`src/sv/descending_k_way_merge_dedup_macros.svh`:
```
// Assertion macros shared by the merge block's RTL files.
// Each macro expects clk_i and rst_ni in the scope where it is used.
`ifndef DESCENDING_K_WAY_MERGE_DEDUP_MACROS_SVH
`define DESCENDING_K_WAY_MERGE_DEDUP_MACROS_SVH

// The consequent must hold in the same cycle as the antecedent.
`define DKM_ASSERT_SAME(label, ante, cons) \
  label: assert property (@(posedge clk_i) disable iff (!rst_ni) (ante) |-> (cons)) \
    else $error("merge block check failed");

// The consequent must hold in the cycle after the antecedent.
`define DKM_ASSERT_NEXT(label, ante, cons) \
  label: assert property (@(posedge clk_i) disable iff (!rst_ni) (ante) |=> (cons)) \
    else $error("merge block check failed");

`endif

```
`src/sv/dkm_pkg.sv`:
```
// Shared constants, codes and types of the descending merge block.
// Used by dkm_best and the top module; depends on nothing.
`default_nettype none

package dkm_pkg;

  localparam int LANES      = 8;
  localparam int KEY_BITS   = 32;
  localparam int VALUE_BITS = 32;

  localparam int LANE_W = (LANES > 1) ? $clog2(LANES) : 1;
  localparam int CNT_W  = $clog2(LANES + 1);
  localparam int HEAD_W = KEY_BITS + VALUE_BITS;

  localparam int KIND_W   = 2;
  localparam int LANE_IN_W = 3;
  localparam int FIELD_W  = 32;
  localparam int STATUS_W = 2;
  localparam int MASK_W   = 8;

  // Item kinds.
  localparam logic [KIND_W-1:0] KIND_DELIVER = 2'd0;
  localparam logic [KIND_W-1:0] KIND_END     = 2'd1;
  localparam logic [KIND_W-1:0] KIND_REQUEST = 2'd2;

  // Per-lane status.
  localparam logic [1:0] LS_REFILL = 2'd0;
  localparam logic [1:0] LS_HOLD   = 2'd1;
  localparam logic [1:0] LS_DONE   = 2'd2;

  // Result status codes.
  localparam logic [STATUS_W-1:0] ST_RECORD    = 2'd0;
  localparam logic [STATUS_W-1:0] ST_EXHAUSTED = 2'd1;
  localparam logic [STATUS_W-1:0] ST_WAITING   = 2'd2;

  typedef struct packed {
    logic              clear;
    logic              step;
    logic [LANE_W-1:0] lane;
  } best_ctrl_t;

endpackage

`default_nettype wire

```
`src/sv/dkm_ram.sv`:
```
// Generic single-write, single-read RAM with a registered read port.
// Stand-alone; holds the lane head records of the merge block.
`default_nettype none

module dkm_ram #(
  parameter int WIDTH = 64,
  parameter int DEPTH = 8
) (
  input  wire logic                             clk_i,
  input  wire logic                             we_i,
  input  wire logic [$clog2(DEPTH > 1 ? DEPTH : 2)-1:0] waddr_i,
  input  wire logic [WIDTH-1:0]                 wdata_i,
  input  wire logic                             re_i,
  input  wire logic [$clog2(DEPTH > 1 ? DEPTH : 2)-1:0] raddr_i,
  output logic      [WIDTH-1:0]                 rdata_o
);

  logic [WIDTH-1:0] mem_q [DEPTH];
  logic [WIDTH-1:0] rdata_q;

  always_ff @(posedge clk_i) begin
    if (we_i) begin
      mem_q[waddr_i] <= wdata_i;
    end
    if (re_i) begin
      rdata_q <= mem_q[raddr_i];
    end
  end

  assign rdata_o = rdata_q;

endmodule

`default_nettype wire

```
`src/sv/dkm_best.sv`:
```
// Shared compare unit: folds one head record per step into the running
// largest key, its value and the mask of lanes holding it. Uses dkm_pkg.
`default_nettype none

module dkm_best import dkm_pkg::*; (
  input  wire logic                  clk_i,
  input  wire logic                  rst_ni,
  input  wire best_ctrl_t            ctrl_i,
  input  wire logic [KEY_BITS-1:0]   cand_key_i,
  input  wire logic [VALUE_BITS-1:0] cand_value_i,
  output logic      [KEY_BITS-1:0]   best_key_o,
  output logic      [VALUE_BITS-1:0] best_value_o,
  output logic      [LANES-1:0]      match_mask_o
);

  `include "descending_k_way_merge_dedup_macros.svh"

  logic                  found_q, found_d;
  logic [KEY_BITS-1:0]   best_key_q, best_key_d;
  logic [VALUE_BITS-1:0] best_value_q, best_value_d;
  logic [LANES-1:0]      match_mask_q, match_mask_d;
  logic [LANES-1:0]      lane_bit;
  logic                  greater;
  logic                  equal;

  always_comb begin
    lane_bit = '0;
    lane_bit[ctrl_i.lane] = 1'b1;
  end

  assign greater = !found_q || (cand_key_i > best_key_q);
  assign equal   = cand_key_i == best_key_q;

  always_comb begin
    found_d      = found_q;
    best_key_d   = best_key_q;
    best_value_d = best_value_q;
    match_mask_d = match_mask_q;
    priority if (ctrl_i.clear) begin
      found_d = 1'b0;
    end else if (ctrl_i.step && greater) begin
      found_d      = 1'b1;
      best_key_d   = cand_key_i;
      best_value_d = cand_value_i;
      match_mask_d = lane_bit;
    end else if (ctrl_i.step && equal) begin
      // Lanes come in ascending order, so a tie hands over to the later lane.
      best_value_d = cand_value_i;
      match_mask_d = match_mask_q | lane_bit;
    end
  end

  always_ff @(posedge clk_i or negedge rst_ni) begin
    if (!rst_ni) begin
      found_q <= 1'b0;
    end else begin
      found_q <= found_d;
    end
  end

  always_ff @(posedge clk_i) begin
    best_key_q   <= best_key_d;
    best_value_q <= best_value_d;
    match_mask_q <= match_mask_d;
  end

  assign best_key_o   = best_key_q;
  assign best_value_o = best_value_q;
  assign match_mask_o = match_mask_q;

  `DKM_ASSERT_SAME(a_found_has_lane, found_q, match_mask_q != '0)
  `DKM_ASSERT_NEXT(a_clear_drops_found, ctrl_i.clear, !found_q)

endmodule

`default_nettype wire

```
`src/sv/descending_k_way_merge_dedup.sv`:
```
// Channel | direction | fields                                  | handshake
// in      | input     | kind, lane, new_key, new_value          | in_valid_i / in_stall_o
// out     | output    | status, out_key, out_value, refill_mask | out_valid_o / out_stall_i
//
// Deliver and end items keep the block idle, so it can accept the next item straight away.
// A request that finds every lane holding or ended, and at least one holding, scans
// the head RAM with one comparator, one lane per cycle.
// A request answered with exhausted or waiting skips the scan and goes straight to the emit state.
// Reset sets every lane to need a refill; head records are unknown until delivered.
// A stalled result waits in the output register; deliver and end items are
// still accepted meanwhile, and a request finishes once the register frees up.
`default_nettype none

module descending_k_way_merge_dedup import dkm_pkg::*; (
  input  wire logic                 clk_i,
  input  wire logic                 rst_ni,
  input  wire logic                 in_valid_i,
  output logic                      in_stall_o,
  input  wire logic [KIND_W-1:0]    kind_i,
  input  wire logic [LANE_IN_W-1:0] lane_i,
  input  wire logic [FIELD_W-1:0]   new_key_i,
  input  wire logic [FIELD_W-1:0]   new_value_i,
  output logic                      out_valid_o,
  input  wire logic                 out_stall_i,
  output logic      [STATUS_W-1:0]  status_o,
  output logic      [FIELD_W-1:0]   out_key_o,
  output logic      [FIELD_W-1:0]   out_value_o,
  output logic      [MASK_W-1:0]    refill_mask_o
);

  `include "descending_k_way_merge_dedup_macros.svh"

  localparam logic [1:0] S_IDLE = 2'd0;
  localparam logic [1:0] S_SCAN = 2'd1;
  localparam logic [1:0] S_EMIT = 2'd2;

  logic [1:0]          state_q, state_d;
  logic [1:0]          lane_q [LANES];
  logic [1:0]          lane_d [LANES];
  logic [CNT_W-1:0]    cnt_q, cnt_d;
  logic [LANES-1:0]    hold_q, hold_d;
  logic                rd_vld_q, rd_vld_d;
  logic                rd_hold_q, rd_hold_d;
  logic [LANE_W-1:0]   rd_lane_q, rd_lane_d;
  logic [STATUS_W-1:0] pend_status_q, pend_status_d;
  logic [LANES-1:0]    pend_mask_q, pend_mask_d;

  logic                out_valid_q, out_valid_d;
  logic [STATUS_W-1:0] out_status_q, out_status_d;
  logic [KEY_BITS-1:0] out_key_q, out_key_d;
  logic [VALUE_BITS-1:0] out_value_q, out_value_d;
  logic [LANES-1:0]    out_mask_q, out_mask_d;

  logic                in_acc;
  logic                out_free;
  logic                lane_ok;
  logic [LANE_W-1:0]   lane_idx;
  logic                lane_refill;
  logic                wr_head;
  logic [LANES-1:0]    hold_vec;
  logic [LANES-1:0]    done_vec;
  logic [LANES-1:0]    wait_vec;
  logic                scan_issue;
  logic                scan_end;
  logic [HEAD_W-1:0]   head_rdata;
  best_ctrl_t          best_ctrl;
  logic [KEY_BITS-1:0] best_key;
  logic [VALUE_BITS-1:0] best_value;
  logic [LANES-1:0]    best_mask;

  assign in_stall_o = state_q != S_IDLE;
  assign in_acc     = in_valid_i && !in_stall_o;
  assign out_free   = !out_valid_q || !out_stall_i;

  assign lane_ok     = int'(lane_i) < LANES;
  assign lane_idx    = LANE_W'(lane_i);
  assign lane_refill = lane_ok && (lane_q[lane_idx] == LS_REFILL);
  assign wr_head     = in_acc && (kind_i == KIND_DELIVER) && lane_refill;

  always_comb begin
    for (int i = 0; i < LANES; i++) begin
      hold_vec[i] = lane_q[i] == LS_HOLD;
      done_vec[i] = lane_q[i] == LS_DONE;
      wait_vec[i] = lane_q[i] == LS_REFILL;
    end
  end

  assign scan_issue = (state_q == S_SCAN) && (int'(cnt_q) < LANES);
  assign scan_end   = (state_q == S_SCAN) && !scan_issue && !rd_vld_q;

  dkm_ram #(
    .WIDTH(HEAD_W),
    .DEPTH(LANES)
  ) u_head_ram (
    .clk_i  (clk_i),
    .we_i   (wr_head),
    .waddr_i(lane_idx),
    .wdata_i({KEY_BITS'(new_key_i), VALUE_BITS'(new_value_i)}),
    .re_i   (scan_issue),
    .raddr_i(cnt_q[LANE_W-1:0]),
    .rdata_o(head_rdata)
  );

  always_comb begin
    best_ctrl.clear = in_acc && (kind_i == KIND_REQUEST);
    best_ctrl.step  = rd_vld_q && rd_hold_q;
    best_ctrl.lane  = rd_lane_q;
  end

  dkm_best u_best (
    .clk_i       (clk_i),
    .rst_ni      (rst_ni),
    .ctrl_i      (best_ctrl),
    .cand_key_i  (head_rdata[HEAD_W-1:VALUE_BITS]),
    .cand_value_i(head_rdata[VALUE_BITS-1:0]),
    .best_key_o  (best_key),
    .best_value_o(best_value),
    .match_mask_o(best_mask)
  );

  always_comb begin
    state_d       = state_q;
    lane_d        = lane_q;
    cnt_d         = cnt_q;
    hold_d        = hold_q;
    rd_vld_d      = scan_issue;
    rd_hold_d     = hold_q[0];
    rd_lane_d     = cnt_q[LANE_W-1:0];
    pend_status_d = pend_status_q;
    pend_mask_d   = pend_mask_q;
    out_valid_d   = out_valid_q && out_stall_i;
    out_status_d  = out_status_q;
    out_key_d     = out_key_q;
    out_value_d   = out_value_q;
    out_mask_d    = out_mask_q;

    unique case (state_q)
      S_IDLE: begin
        if (in_acc) begin
          unique case (kind_i)
            KIND_DELIVER: begin
              if (lane_refill) begin
                lane_d[lane_idx] = LS_HOLD;
              end
            end
            KIND_END: begin
              if (lane_refill) begin
                lane_d[lane_idx] = LS_DONE;
              end
            end
            KIND_REQUEST: begin
              cnt_d  = '0;
              hold_d = hold_vec;
              priority if (&done_vec) begin
                pend_status_d = ST_EXHAUSTED;
                pend_mask_d   = '0;
                state_d       = S_EMIT;
              end else if (|wait_vec) begin
                pend_status_d = ST_WAITING;
                pend_mask_d   = wait_vec;
                state_d       = S_EMIT;
              end else begin
                pend_status_d = ST_RECORD;
                pend_mask_d   = '0;
                state_d       = S_SCAN;
              end
            end
            default: begin
            end
          endcase
        end
      end
      S_SCAN: begin
        if (scan_issue) begin
          cnt_d  = cnt_q + CNT_W'(1);
          hold_d = hold_q >> 1;
        end
        if (scan_end) begin
          state_d = S_EMIT;
        end
      end
      S_EMIT: begin
        if (out_free) begin
          out_valid_d  = 1'b1;
          out_status_d = pend_status_q;
          if (pend_status_q == ST_RECORD) begin
            out_key_d   = best_key;
            out_value_d = best_value;
            out_mask_d  = best_mask;
            for (int i = 0; i < LANES; i++) begin
              if (best_mask[i]) begin
                lane_d[i] = LS_REFILL;
              end
            end
          end else begin
            out_key_d   = '0;
            out_value_d = '0;
            out_mask_d  = pend_mask_q;
          end
          state_d = S_IDLE;
        end
      end
      default: begin
        state_d = S_IDLE;
      end
    endcase
  end

  always_ff @(posedge clk_i or negedge rst_ni) begin
    if (!rst_ni) begin
      state_q     <= S_IDLE;
      rd_vld_q    <= 1'b0;
      out_valid_q <= 1'b0;
      for (int i = 0; i < LANES; i++) begin
        lane_q[i] <= LS_REFILL;
      end
    end else begin
      state_q     <= state_d;
      rd_vld_q    <= rd_vld_d;
      out_valid_q <= out_valid_d;
      lane_q      <= lane_d;
    end
  end

  always_ff @(posedge clk_i) begin
    cnt_q         <= cnt_d;
    hold_q        <= hold_d;
    rd_hold_q     <= rd_hold_d;
    rd_lane_q     <= rd_lane_d;
    pend_status_q <= pend_status_d;
    pend_mask_q   <= pend_mask_d;
    out_status_q  <= out_status_d;
    out_key_q     <= out_key_d;
    out_value_q   <= out_value_d;
    out_mask_q    <= out_mask_d;
  end

  assign out_valid_o   = out_valid_q;
  assign status_o      = out_status_q;
  assign out_key_o     = FIELD_W'(out_key_q);
  assign out_value_o   = FIELD_W'(out_value_q);
  assign refill_mask_o = MASK_W'(out_mask_q);

  `DKM_ASSERT_NEXT(a_request_leaves_idle, in_acc && (kind_i == KIND_REQUEST), state_q != S_IDLE)
  `DKM_ASSERT_SAME(a_scan_count_bound, state_q == S_SCAN, int'(cnt_q) <= LANES)
  `DKM_ASSERT_NEXT(a_emit_loads_output, (state_q == S_EMIT) && out_free, out_valid_q)
  `DKM_ASSERT_SAME(a_record_releases_lane,
                   out_valid_q && (out_status_q == ST_RECORD), out_mask_q != '0)

endmodule

`default_nettype wire
```
`config.mk`:
```
export PLATFORM = sky130hd
export DESIGN_NAME = descending_k_way_merge_dedup
export DESIGN_NICKNAME = d
export VERILOG_FILES = /design/src/sv/dkm_pkg.sv /design/src/sv/dkm_ram.sv /design/src/sv/dkm_best.sv /design/src/sv/descending_k_way_merge_dedup.sv
export VERILOG_INCLUDE_DIRS = /design/src /design/src/sv
export SDC_FILE = /design/constraint.sdc
export NUM_CORES = 1
export LEC_CHECK = 0
export ABC_AREA = 1
export BUFFER_PORTS_ARGS = -buffer_cell sky130_fd_sc_hd__buf_4
export CORE_MARGIN = 5
export CORE_UTILIZATION = 45
export DETAILED_ROUTE_END_ITERATION = 10
export PLACE_DENSITY_LB_ADDON = 0.25
export REMOVE_ABC_BUFFERS = 1
export SLEW_MARGIN = 20
export SYNTH_ARGS = -nofsm -noshare
export SYNTH_HDL_FRONTEND = slang
export SYNTH_HIERARCHICAL = 1
export SYNTH_SLANG_ARGS = --single-unit
```
`constraint.sdc`:
```
create_clock -name clk_i -period 7.75 [get_ports clk_i]
set_clock_uncertainty 0.1 [all_clocks]
set_input_delay 1.1625 -clock clk_i [delete_from_list [all_inputs] [get_ports clk_i]]
set_output_delay 1.1625 -clock clk_i [all_outputs]
set_load 0.1 [all_outputs]
```
# Yosys cells after proc, flatten, opt, wreduce, memory -nomap -nowiden
# Memories as Yosys holds them, arrays and structs flattened. A register that Yosys moved wholly into a read port is not among the register bits.
# Index checks and enable logic that the tools add are counted.
[word_totals] ff_bits=193 ram_bits=512 input_bits=73 out_inout_bits=76 elab_cells=185 n_memories=1
[op_classes] n_addsub=1 n_lt_le_gt_ge=6 eq_ne=38 mux=49 n_bitwise=10 n_reduce_logical=55
[mem_list] name="u_head_ram.mem_q" words=8 word_bits=64 read_ports=1 rd_clocked_by_memory_dff=1 wr=1 line="dkm_ram.sv:18" text="logic [WIDTH-1:0] mem_q [DEPTH];"
[ops] op="$mux W16" count=5
[ops] op="$reduce_and A8 Y1" count=9
[ops] op="$mux W32" count=2
[ops] op="$pmux W16 S2" count=2
[ops] op="$mux W8" count=6
[ops] op="$mux W2" count=18
[ops] op="$eq A32 B32 Y1" count=1
[ops] op="$gt A32 B32 Y1" count=1
[ops] op="$logic_not A2 Y1" count=12
[ops] op="$or A8 B8 Y8" count=3
[ops] op="$eq A2 B1 Y1 const B" count=10
[ops] op="$eq A2 B2 Y1 const B" count=10
[ops] op="$and A8 B8 Y8" count=2
[ops] op="$ne A2 B1 Y1 const B" count=8
[ops] op="$not A8 Y8" count=2
[ops] op="$pmux W8 S2" count=1
[ops] op="$logic_and A1 B1 Y1" count=13
[ops] op="$mux W4" count=3
[ops] op="$ne A2 B2 Y1 const B" count=6
[ops] op="$reduce_bool A2 Y1" count=5
[ops] op="$pmux W4 S2" count=1
[ops] op="$reduce_and A4 Y1" count=2
[ops] op="$reduce_or A8 Y1" count=1
[ops] op="$mux W1" count=7
[ops] op="19 further kinds" count=29

# Logic depth before layout (Yosys ltp)
[logic_depth] word_depth=11 mapped_depth=18 ltp_nobuf=18

# By module
# The synthesis kept the hierarchy.
[modules_own_cells] mod="dkm_ram" instances=1 cells_each=2294 area_each_um2=24298.3 seq_area_each_um2=17296.6
[modules_own_cells] mod="descending_k_way_merge_dedup" instances=1 cells_each=549 area_each_um2=5392.7 seq_area_each_um2=3463.3
[modules_own_cells] mod="dkm_best" instances=1 cells_each=254 area_each_um2=3220.6 seq_area_each_um2=2187.1

# Worst setup path before layout
# No wires, ideal clock.
[synth_timing] kind="in2reg" start="input port lane_i[0]" end="memory u_head_ram.mem_q[0][0], enable pin" setup_ps=487 arrival_ps=4842 required_ps=7163 slack_ps=2322 stages=11 path_buffers=2 path_cell_list="buf_6 inv_6 buf_12 nand2_2 nand3_1 nand2_1 nor2_2 nand2_2 nor4_1 nand2_1 nor2_1"
[synth_via] elab_chain_len=8
[synth_lines] item="start: declaration" line="descending_k_way_merge_dedup.sv:20" text="input wire logic [LANE_IN_W-1:0] lane_i,"
[synth_lines] item="$not A3 Y4 (not written as such)" line="descending_k_way_merge_dedup.sv:77" text="assign lane_refill = lane_ok && (lane_q[lane_idx] == LS_REFILL);"
[synth_lines] item="$bmux W2 S3" line="descending_k_way_merge_dedup.sv:77"
[synth_lines] item="$mux W2 (not written as such) (2 in series)" line="descending_k_way_merge_dedup.sv:77"
[synth_lines] item="$logic_not A2 Y1" line="descending_k_way_merge_dedup.sv:77"
[synth_lines] item="$logic_and A1 B1 Y1" line="descending_k_way_merge_dedup.sv:78" text="assign wr_head = in_acc && (kind_i == KIND_DELIVER) && lane_refill;"
[synth_lines] item="net wr_head" line="descending_k_way_merge_dedup.sv:59" text="logic wr_head;"
[synth_lines] item="$mux W1" line="dkm_ram.sv:22" text="if (we_i) begin"
[synth_lines] item="$mux W1 (not written as such)" line="dkm_ram.sv:23" text="mem_q[waddr_i] <= wdata_i;"
[synth_lines] item="end: declaration" line="dkm_ram.sv:18"
# The timed path passes the listed nets, and every way through them passes these cells. The select of a mux whose other input is x is not followed.

# Worst setup path in the final report
[layout_timing] start="input port lane_i[0]" end="memory u_head_ram.mem_q[4][61], enable pin"
# Same word-level chain as after synthesis.

==> key figures <==
Status
  • Outcome: finished, final reports clean

Power and ir drop
  • Combinational fraction of design power: 18.0%
  • P_int: 7.41 mW
  • Part of the power in the clock network: 36.2%
  • Switching power: 3.22 mW
  • Overall Power: around 11 mW
  • VDD IR-drop max: 0.407 mV
  • PwrDens: 283 nW/um^2
  • Switching part of the total: 30.3%
  • Seq pwr share: 45.8%
  • Lkg Pwr: 16.7 nW

Setup path
  • R2R depth: 8
  • CP Max Fanout: 46
  • Worst R2R Setup Slack: approximately 3600 ps
  • CP arrival: 4530 ps
  • Critical path type: input port to flop
  • R2R Path End: u_head_ram/mem_q[4][61]
  • Critical Path Start Type: input port
  • Capturing element type of the critical path: flop
  • CP required: 7900 ps
  • R2R Path Start: state_q[1]

Die
  • Core ar.: 72,700 sq um
  • Initial Util: approximately 45%
  • Die X: about 280 um
  • Row count: 99
  • Chip height: 280 um
  • Ports: ~150
  • Area of the die: 78,600 sq um

Route
  • Routed WL: 74,000 um
  • Total number of vias: 20,486
  • DRC Markers: 0
  • Drt initial violations: 1,540
  • Post-route ant nets: 0
  • Average routed wire per standard cell: 17.3 um
  • Vias per cell: 4.79
  • Drt pass-1 iters: 5

Synthesis
  • Seq cells post-synth: 769
  • Cell count after synthesis: 3,097
  • Yosys top cell by area: edfxtp_1
  • Top post-synthesis cells by area: edfxtp_1, nand2_1, inv_1
  • Cell area after synthesis: approximately 33,000 sq um
  • Post-synth cell types: 34
  • Seq/Total Area, Yosys: 69.7%
  • Yosys warns: 6
  • Syn Area/Cell: between 10 and 15 sq um
  • Synth top area share: 67.9%

Timing
  • Relative slew margins: around a quarter
  • Max-slew violations: 0
  • Setup_tns: 0 ps
  • Final-report hold violation count: 0
  • Final setup violation count: 0
  • Min Tclk post-route: 4380 ps
  • FMAX: 0.228 GHz
  • Final WS setup: between 3000 and 4000 ps
  • Final clock period utilization by the worst path: between 50% and 60%
  • Unrepaired setup endpoints after global routing: no
  • Worst-Margin Slew: 1100 ps

Placed design
  • Post-place setup slack: around 2700 ps
  • GP Congestion: 0.852
  • Post-Place Cell Area: 34,800 sq um
  • IO buf count: 148
  • Final HPWL DP: approximately 42,000 um

Cells and area
  • Register Area: 22,900 sq um
  • Share of layout cells above drive strength 1: 10.2%
  • Design Area, Final: 37,500 sq um
  • Area grow syn2layout: 14.1%
  • Fillers: about 6,300
  • Finished Core Util: 51.6%
  • Final nets: 3,351
  • Multi-input logic area: 6810 sq um

Hold path
  • Hold Crit Class: flop to flop
  • Hold wc startpoint: hold_q[0]
  • Hold EP: rd_hold_q
  • WHS Path Cells: 0

Global route
  • Largest net degree at the start of global routing: a little over 200
  • Total GRT Usage: 18.5%
  • Grt total ovfl: 0
  • Antenna violations before repair: 3
  • First-pass GRT wire length: 113,000 um
  • Vias in the first global route: 19,420

Clocking
  • Clk_lat worst skew: 630 ps
  • TritonCTS Buffers: 84
  • Post-CTS Resized: 0
  • Postcts setup bufs: 0
  • Clk root buf: clkbuf_16
  • CTS tree: yes
  • TritonCTS Sinks: 769
  • Post-CTS Hold Buffers: 0
  • Htree depth: 3
  • Clock transition at path regs: 60 ps
  • CTS Buffer Depth: 3

Run
  • Maxcap violations: 0
## final cells by class
cell class | count | area share [%]
antenna | 1 | 0.00666
clock buffer | 110 | 5.91
clock inverter | 44 | 1.12
inverter | 673 | 6.76
multi-input combinational | 1541 | 18.1
sequential | 769 | 61.1
tap | 959 | 3.20
timing repair buffer | 176 | 3.76
## critical path, cell delays in order
cell     delay (ps)
buf_4           190
inv_6           120
nand2_1          60
nand3_1          90
nand2_1          60
nor2_2          120
nand2_2         100
nor4_1          640
nand2_1         450
nor2_4          730
buf_4           780
## placed cells by master (no fill, tap or decap), types with 2 or more instances in the layout
cell / instances
a21oi_1: 28
a21oi_4: 2
buf_12: 2
buf_16: 3
buf_4: 170
bufinv_16: 5
clkbuf_1: 25
clkbuf_16: 85
clkinv_1: 16
clkinv_2: 16
clkinv_4: 2
dfrtp_1: 21
dfxtp_1: 4
edfxtp_1: 744
ha_1: 33
inv_1: 661
inv_16: 5
inv_2: 7
inv_6: 3
nand2_1: 1002
nand2_2: 7
nand2_4: 2
nand3_1: 286
nand3_2: 5
nand4_1: 23
nor2_1: 96
nor2_2: 8
nor2_4: 13
nor3_1: 4
o21a_1: 2
o21ai_0: 17
o21ai_1: 2
o31ai_1: 7
## cells in the mapped netlist
cell,count
clkbuf_1,17
xnor2_1,1
xor2_1,1
nor2_2,9
inv_2,7
dfxtp_1,4
buf_12,2
nand2_1,1002
nand3_1,286
nor3_1,4
inv_6,1
edfxtp_1,744
a21oi_1,29
buf_2,57
nor2_1,105
inv_1,663
ha_1,33
o31ai_1,7
o21a_1,2
o21ai_0,17
buf_1,4
buf_6,15
clkinv_1,2
nor4_1,1
buf_4,19
o21ai_1,2
nand4_1,23
nand3_2,5
a21oi_2,1
nand2_2,7
a21o_1,1
nor2_4,3
nand2_4,2
dfrtp_1,21
## power groups by stage
stage | registers (mW) | clock network [mW] | logic [mW]
after floorplan | 5.67 | 0 | 0.705
after global placement | 4.96 | 0 | 1.91
after detailed placement | 4.96 | 0 | 1.92
after CTS | 4.87 | 3.94 | 1.92
after global routing | 4.89 | 4.12 | 2.05
final | 4.87 | 3.84 | 1.91
## registers in the layout, indices dropped and copies added, names as in the netlist
| signal | count |
|---|---|
| status_o | 2 |
| u_head_ram/rdata_o | 64 |
| u_best/match_mask_o | 8 |
| rd_lane_q | 3 |
| u_head_ram/mem_q | 512 |
| pend_status_q | 2 |
| out_value_o | 32 |
| out_key_o | 32 |
| rd_hold_q | 1 |
| u_best/found_q | 1 |
| lane_q | 16 |
| state_q | 2 |
| pend_mask_q | 8 |
| u_best/best_value_o | 32 |
| u_best/best_key_o | 32 |
| hold_q | 8 |
| out_valid_o | 1 |
| rd_vld_q | 1 |
| cnt_q | 4 |
| refill_mask_o | 8 |
## cell families after synthesis
group	synth area share (%)
flops	69.7
xor+xnor	0.0532
compound gates	0.985
fa+ha+maj	1.25
buf+inv	9.87
simple gates	18.1
## per-stage QoR
stage / cells / hold WS [ps]
6_report: 4273 / 241
5_1_grt: 4273 / 248
4_1_cts: 4270 / 243
3_5_place_dp: 4116 / 230
3_3_place_gp: 4115 / 227
2_1_floorplan: 2983 / 223
## worst max-delay path by stage
stage,startpoint,to,slack (ps),cells after the start
global route,lane_i[0],u_head_ram/mem_q[4][61],3060,11
finish,lane_i[0],u_head_ram/mem_q[4][61],3370,11
detailed placement,lane_i[0],u_head_ram/mem_q[6][14],2740,11
floorplan,cnt_q[0],u_head_ram/rdata_o[62],-1300,6
global placement,lane_i[0],u_head_ram/mem_q[6][10],2760,11
CTS,lane_i[0],u_head_ram/mem_q[2][13],3410,11
## metal layers
| metal | up-vias | GRT usage (%) | wire length (um) |
|---|---|---|---|
| met5 | - | 0 | 7 |
| met2 | 497 | 30.7 | 35900 |
| met1 | 9776 | 25.7 | 32700 |
| met4 | 2 | 5.08 | 1390 |
| li1 | 10122 | - | - |
| met3 | 89 | 2.91 | 3950 |
Note: power is estimated with default switching activity, not from simulation.
